[src/rtl/fscl_pkg.sv]
// fscl_pkg: shared types and constants for the frequency-sorted candidate list.
// Holds the input/result word structs, entry layout, memory request struct and codes.
// No dependencies.
`default_nettype none
package fscl_pkg;

    localparam int CAPACITY = 2048;
    localparam int IDX_W    = $clog2(CAPACITY);
    localparam int CNT_W    = $clog2(CAPACITY + 1);

    typedef enum logic [1:0] {
        ACT_SORTED = 2'd0,
        ACT_APPEND = 2'd1,
        ACT_READ   = 2'd2,
        ACT_CLEAR  = 2'd3
    } t_action;

    typedef enum logic [2:0] {
        ST_STORED    = 3'd0,
        ST_DUPLICATE = 3'd1,
        ST_FULL      = 3'd2,
        ST_READ_OK   = 3'd3,
        ST_READ_OOR  = 3'd4,
        ST_CLEARED   = 3'd5
    } t_status;

    typedef struct packed {
        t_action     action;
        logic [15:0] char_code;
        logic [30:0] frequency;
        logic [10:0] read_index;
    } t_in_word;

    typedef struct packed {
        t_status     status;
        logic [11:0] position;
        logic [15:0] code_out;
        logic [30:0] freq_out;
        logic [11:0] entry_count;
    } t_out_word;

    typedef struct packed {
        logic [15:0] code;
        logic [30:0] freq;
    } t_entry;

    typedef struct packed {
        logic             we;
        logic [IDX_W-1:0] waddr;
        t_entry           wdata;
        logic [IDX_W-1:0] raddr;
    } t_mem_req;

    typedef enum logic [2:0] {
        S_IDLE,
        S_SHIFT,
        S_PLACE,
        S_SCAN,
        S_READ
    } t_state;

endpackage
`default_nettype wire

[src/rtl/fscl_ctrl.sv]
// fscl_ctrl: sequencer for insert, append scan, read and clear; owns the fill count.
// Depends on fscl_pkg; drives the fscl_mem request and consumes its read data.
`default_nettype none
module fscl_ctrl
    import fscl_pkg::*;
(
    input  wire logic     i_clk,
    input  wire logic     i_rst_n,
    input  wire logic     i_start,
    input  wire t_in_word i_item,
    input  wire t_entry   i_rdata,
    output t_mem_req      o_req,
    output logic          o_busy,
    output logic          o_done,
    output t_out_word     o_result
);

    t_state           r_state, n_state;
    logic [IDX_W-1:0] r_idx, n_idx;
    logic [CNT_W-1:0] r_fill, n_fill;
    t_in_word         r_item, n_item;
    logic             r_done, n_done;
    t_out_word        r_res, n_res;
    t_mem_req         req;
    t_entry           new_entry;
    logic [CNT_W-1:0] fill_inc;

    function automatic t_out_word mk_res(t_status st, logic [11:0] pos,
                                         logic [11:0] cnt);
        t_out_word w;
        w.status      = st;
        w.position    = pos;
        w.code_out    = '0;
        w.freq_out    = '0;
        w.entry_count = cnt;
        return w;
    endfunction

    assign fill_inc = r_fill + CNT_W'(1);

    always_ff @(posedge i_clk) begin
        if (!i_rst_n) begin
            r_state <= S_IDLE;
            r_fill  <= '0;
            r_done  <= 1'b0;
        end else begin
            r_state <= n_state;
            r_fill  <= n_fill;
            r_done  <= n_done;
        end
    end

    always_ff @(posedge i_clk) begin
        r_idx  <= n_idx;
        r_item <= n_item;
        r_res  <= n_res;
    end

    always_comb begin
        n_state   = r_state;
        n_idx     = r_idx;
        n_fill    = r_fill;
        n_item    = r_item;
        n_done    = 1'b0;
        n_res     = r_res;
        req       = '0;
        new_entry = '{code: r_item.char_code, freq: r_item.frequency};

        case (r_state)
            S_IDLE: begin
                if (i_start) begin
                    n_item    = i_item;
                    new_entry = '{code: i_item.char_code, freq: i_item.frequency};
                    case (i_item.action)
                        ACT_SORTED, ACT_APPEND: begin
                            if (r_fill == CNT_W'(CAPACITY)) begin
                                n_done = 1'b1;
                                n_res  = mk_res(ST_FULL, '0, 12'(r_fill));
                            end else if (r_fill == '0) begin
                                req.we    = 1'b1;
                                req.waddr = '0;
                                req.wdata = new_entry;
                                n_fill    = fill_inc;
                                n_done    = 1'b1;
                                n_res     = mk_res(ST_STORED, '0, 12'(fill_inc));
                            end else if (i_item.action == ACT_SORTED) begin
                                // walk down from the tail, one entry per cycle
                                req.raddr = r_fill[IDX_W-1:0] - IDX_W'(1);
                                n_idx     = r_fill[IDX_W-1:0];
                                n_state   = S_SHIFT;
                            end else begin
                                req.raddr = '0;
                                n_idx     = '0;
                                n_state   = S_SCAN;
                            end
                        end
                        ACT_READ: begin
                            if (CNT_W'(i_item.read_index) < r_fill) begin
                                req.raddr = i_item.read_index[IDX_W-1:0];
                                n_state   = S_READ;
                            end else begin
                                n_done = 1'b1;
                                n_res  = mk_res(ST_READ_OOR, 12'(i_item.read_index),
                                                12'(r_fill));
                            end
                        end
                        ACT_CLEAR: begin
                            n_fill = '0;
                            n_done = 1'b1;
                            n_res  = mk_res(ST_CLEARED, '0, '0);
                        end
                        default: begin
                            n_done = 1'b0;
                        end
                    endcase
                end
            end
            S_SHIFT: begin
                // i_rdata holds entry r_idx-1
                if (i_rdata.freq < r_item.frequency) begin
                    req.we    = 1'b1;
                    req.waddr = r_idx;
                    req.wdata = i_rdata;
                    n_idx     = r_idx - IDX_W'(1);
                    if (r_idx == IDX_W'(1)) begin
                        n_state = S_PLACE;
                    end else begin
                        req.raddr = r_idx - IDX_W'(2);
                    end
                end else begin
                    req.we    = 1'b1;
                    req.waddr = r_idx;
                    req.wdata = new_entry;
                    n_fill    = fill_inc;
                    n_done    = 1'b1;
                    n_res     = mk_res(ST_STORED, 12'(r_idx), 12'(fill_inc));
                    n_state   = S_IDLE;
                end
            end
            S_PLACE: begin
                req.we    = 1'b1;
                req.waddr = r_idx;
                req.wdata = new_entry;
                n_fill    = fill_inc;
                n_done    = 1'b1;
                n_res     = mk_res(ST_STORED, 12'(r_idx), 12'(fill_inc));
                n_state   = S_IDLE;
            end
            S_SCAN: begin
                // i_rdata holds entry r_idx
                if (i_rdata.code == r_item.char_code) begin
                    n_done  = 1'b1;
                    n_res   = mk_res(ST_DUPLICATE, 12'(r_idx), 12'(r_fill));
                    n_state = S_IDLE;
                end else if (CNT_W'(r_idx) + CNT_W'(1) == r_fill) begin
                    req.we    = 1'b1;
                    req.waddr = r_fill[IDX_W-1:0];
                    req.wdata = new_entry;
                    n_fill    = fill_inc;
                    n_done    = 1'b1;
                    n_res     = mk_res(ST_STORED, 12'(r_fill), 12'(fill_inc));
                    n_state   = S_IDLE;
                end else begin
                    req.raddr = r_idx + IDX_W'(1);
                    n_idx     = r_idx + IDX_W'(1);
                end
            end
            S_READ: begin
                n_done           = 1'b1;
                n_res            = mk_res(ST_READ_OK, 12'(r_item.read_index),
                                          12'(r_fill));
                n_res.code_out   = i_rdata.code;
                n_res.freq_out   = i_rdata.freq;
                n_state          = S_IDLE;
            end
            default: begin
                n_state = S_IDLE;
            end
        endcase
    end

    assign o_req    = req;
    assign o_busy   = (r_state != S_IDLE);
    assign o_done   = r_done;
    assign o_result = r_res;

endmodule
`default_nettype wire

[config.mk]
export PLATFORM = sky130hd
export DESIGN_NAME = fscl_ctrl
export DESIGN_NICKNAME = d
export VERILOG_FILES = /design/src/rtl/fscl_pkg.sv /design/src/rtl/fscl_ctrl.sv
export SDC_FILE = /design/constraint.sdc
export NUM_CORES = 1
export LEC_CHECK = 0
export ABC_AREA = 1
export BUFFER_PORTS_ARGS = -buffer_cell sky130_fd_sc_hd__buf_2
export CORE_MARGIN = 4
export CORE_UTILIZATION = 45
export CTS_CLUSTER_SIZE = 30
export DETAILED_ROUTE_END_ITERATION = 8
export GPL_TIMING_DRIVEN = 0
export HOLD_SLACK_MARGIN = 0.1
export PLACE_DENSITY = 0.69
export REMOVE_ABC_BUFFERS = 1
export SETUP_SLACK_MARGIN = 0.05
export SLEW_MARGIN = 20
export SYNTH_ARGS = -nofsm -noshare
export SYNTH_HDL_FRONTEND = slang
export SYNTH_SLANG_ARGS = --single-unit
[constraint.sdc]
create_clock -name i_clk -period 9.15 [get_ports i_clk]
set_input_delay 1.83 -clock i_clk [delete_from_list [all_inputs] [get_ports i_clk]]
set_output_delay 1.83 -clock i_clk [all_outputs]
set_load 0.005 [all_outputs]
==> impl_metrics.py <==
metrics = {
    "logic_synthesis": {
        "synth_seq_area_share_pct": 44.9,
        "synth_warnings": 0,
        "syn-cell-area_um2": 10300,
        "synthCells": 1248,
        "synth_area_per_cell_um2": 8.24,
        "synth_seq_cells": 159,
        "synth_cell_type_count": 39,
    },
    "detailed_routing": {
        "postRouteWirelength_mm": 35.1,
        "via_count": 10029,
        "ant_nets": 0,
        "drt_iter0_drc": 969,
        "drcViolationCount": 0,
        "vias_per_cell": 5.67,
        "routedWlPerCell_um": 19.9,
        "dr.pass1.iters": 6,
    },
    "worst_hold_path": {
        "min_path_type": "reg2reg",
    },
    "sta": {
        "rsz0062_at_grt": "no",
        "tns_ns": 0,
        "tightest_slew_ns": 0.950,
        "hold_viol": 0,
        "fin_crit_ns": 7.16,
        "fin_ws_ns": 1.99,
        "finalSetupViolations": 0,
        "fin_crit_sh_pct": 78.2,
        "clock_skew_ns": 0.0132,
        "fmax_mhz": 140,
        "slew_violations": 0,
        "slew_headroom_pct": 36.6,
    },
    "setup_path": {
        "critPathMaxFanout": 25,
        "slowest_delay_ns": 0.67,
        "rrSetupSlack_ns": 5.60,
        "crit_type": "in2out",
        "critPathLaunchType": "primary input",
        "cpMostUsedCell": "nand2_1",
        "slowest_stage": "nand3_2",
        "path_cells": "buf_2 > or2_2 > a21oi_1 > nand2_1 > nor2_1 > nand2_1 > nand2_1 > inv_1 > nand4_1 > nand3_2 > buf_16 > nand2_1 > nand2_1 > buf_2",
        "critical_path_required_ns": 7.32,
        "end_kind": "output pin",
        "path_delay_family": "simple AND/OR/NAND/NOR gates",
        "cp_num_buf_inv": 4,
        "crit_arrival_ns": 5.33,
    },
    "die": {
        "chipHeight_um": 159,
        "core_area_um2": 22600,
        "top_level_ports": 256,
        "die-area_um2": 25300,
        "initial_core_util_pct": 45.6,
        "fp.dieW_um": 159,
        "core.rowCount": 55,
    },
    "cts": {
        "cts-resized-gates": 0,
        "cts_max_level": 4,
        "cts_sinks": 159,
        "cts_setup_buffers": 0,
        "cts.reportedPaths.clkPinSlew_ns": 0.07,
        "ctsHoldBuffers": 0,
        "cts_buffers": 17,
        "cts_tree": "yes",
        "clock_path_buffers": 2,
        "cts_root_buf": "clkbuf_16",
        "clk-insertion-delay-late_ns": 0.43,
    },
    "final_layout": {
        "area_growth_pct": 20.3,
        "fin_nets": 1629,
        "drive_above_1_share_pct": 23.1,
        "antennaDiodeCount": 0,
        "final_util_pct": 54.8,
    },
    "global_routing": {
        "overflow": 0,
        "grt_pass1_vias": 9675,
        "grt_usage_pct": 27.1,
        "antenna_found_initial": 0,
        "grt_pass1_wl_mm": 54.7,
        "grt_max_degree": 47,
    },
    "place": {
        "place_ws_ns": 2.10,
        "hpwl_mm": 25.8,
        "gp_congestion": 0.956,
        "port_buffers": 255,
    },
    "run_status": {
        "status": "completed",
    },
    "run": {
        "maxCapViolations": 0,
    },
    "power_and_ir_drop": {
        "ir_drop_mv": 0.174,
        "powerDensity_nw_per_um2": 331,
        "p_leak_uw": 0.00583,
    },
}
-- path summary, 6_finish.rpt --
kind / startpoint / to / cells after the start
setup / recovery: i_rdata[45] / o_req[25] / 14
hold / removal: r_item[6] / o_result[65] / 2
setup reg to reg: r_fill[5] / o_result[63] / 13
hold reg to reg: r_item[6] / o_result[65] / 2
-- cell families (layout without fill, tap and decap cells) --
logic type      Yosys count  after routing  share of synthesized area [%]
compound gates          197            197                           12.6
xor+xnor                 35             35                           2.98
fa+ha+maj                48             48                           5.84
buf+inv                 216            451                           9.04
flops                   159            159                           44.9
simple gates            593            593                           24.7
-- Yosys cell counts (all sizes together) --
cell type / instances / area, um^2
edfxtp: 143 / 4290
inv: 149 / 559
o2111ai: 11 / 96.3
clkinv: 7 / 26.3
xnor2: 13 / 114
ha: 48 / 601
o21ai: 35 / 175
xor2: 22 / 193
o211ai: 22 / 165
nor3: 16 / 91.3
nand2: 328 / 1260
nor2: 132 / 551
and3: 2 / 12.5
o22ai: 19 / 119
dfxtp: 16 / 320
nand4: 20 / 125
a22oi: 57 / 428
o21a: 2 / 15.0
or2: 4 / 25.0
nor4: 3 / 18.8
o31ai: 1 / 7.51
nand3: 88 / 463
a21oi: 40 / 200
clkbuf: 20 / 75.1
buf: 40 / 269
o221ai: 10 / 87.6
-- area by class of cell --
cell class                 count  area, um^2
timing repair buffer         264        1460
multi-input combinational    873        4760
sequential                   159        4610
clock buffer                  17         425
fill                        2110       10200
inverter                     156         592
tap                          285         357
clock inverter                14         170
-- metrics by stage --
step / hold slack (ns) / cells / cell area [um^2] / power (uW)
2_1_floorplan: 0.533 / 1188 / 9940 / 2470
3_3_place_gp: 0.571 / 1728 / 11600 / 3290
3_5_place_dp: 0.563 / 1737 / 11800 / 3360
4_1_cts: 0.581 / 1768 / 12400 / 4110
5_1_grt: 0.616 / 1768 / 12400 / 4380
6_report: 0.576 / 1768 / 12400 / 4100
-- cells in the final DEF (no fill, tap or decap), types with 3 or more instances in the layout --
cell,synthesis,routed
nand2_1,320,320
buf_2,20,255
edfxtp_1,143,143
inv_1,138,134
nor2_1,120,117
nand3_1,85,84
a22oi_1,57,57
ha_1,48,48
a21oi_1,40,40
o21ai_0,32,31
xor2_1,22,22
o211ai_1,22,22
nand4_1,20,20
o22ai_1,19,19
clkbuf_16,0,17
dfxtp_1,16,16
nor3_1,15,15
xnor2_1,13,13
inv_2,11,13
o2111ai_1,11,11
nor2_2,7,10
o221ai_1,10,10
nand2_2,7,7
clkinv_1,7,6
nor2_4,5,5
o21ai_1,3,4
inv_6,0,4
buf_16,0,4
or2_2,3,3
nand3_2,2,3
nor4_1,3,3
inv_8,0,3
clkinv_4,0,3
-- worst min-delay path, delay by kind of cell (launching register included) --
kind	cells	cell delay [ns]
flip-flops	1	0.33
AND/OR/NAND/NOR	1	0.05
AO/OA/AOI/OAI	1	0.09
-- flip-flops by register name, summed over array words and instances, names as in the netlist --
name / flops
o_result: 74
r_item: 58
r_fill: 12
r_idx: 11
r_state: 3
o_done: 1
-- routing by layer --
metal / track usage, % / routed length [um]
met5: 0 / 0
met4: 10.6 / 1180
met3: 6.14 / 3150
met2: 44.4 / 16500
met1: 35.0 / 14200
-- where the power goes --
part	switching [uW]	total, uW	leakage [uW]	internal (uW)
clock network	325	736	0.000287	411
registers	205	1400	0.00152	1190
logic	1290	1970	0.00402	678
total	1820	4100	0.00583	2280
Note: power is estimated with default switching activity, not from simulation.
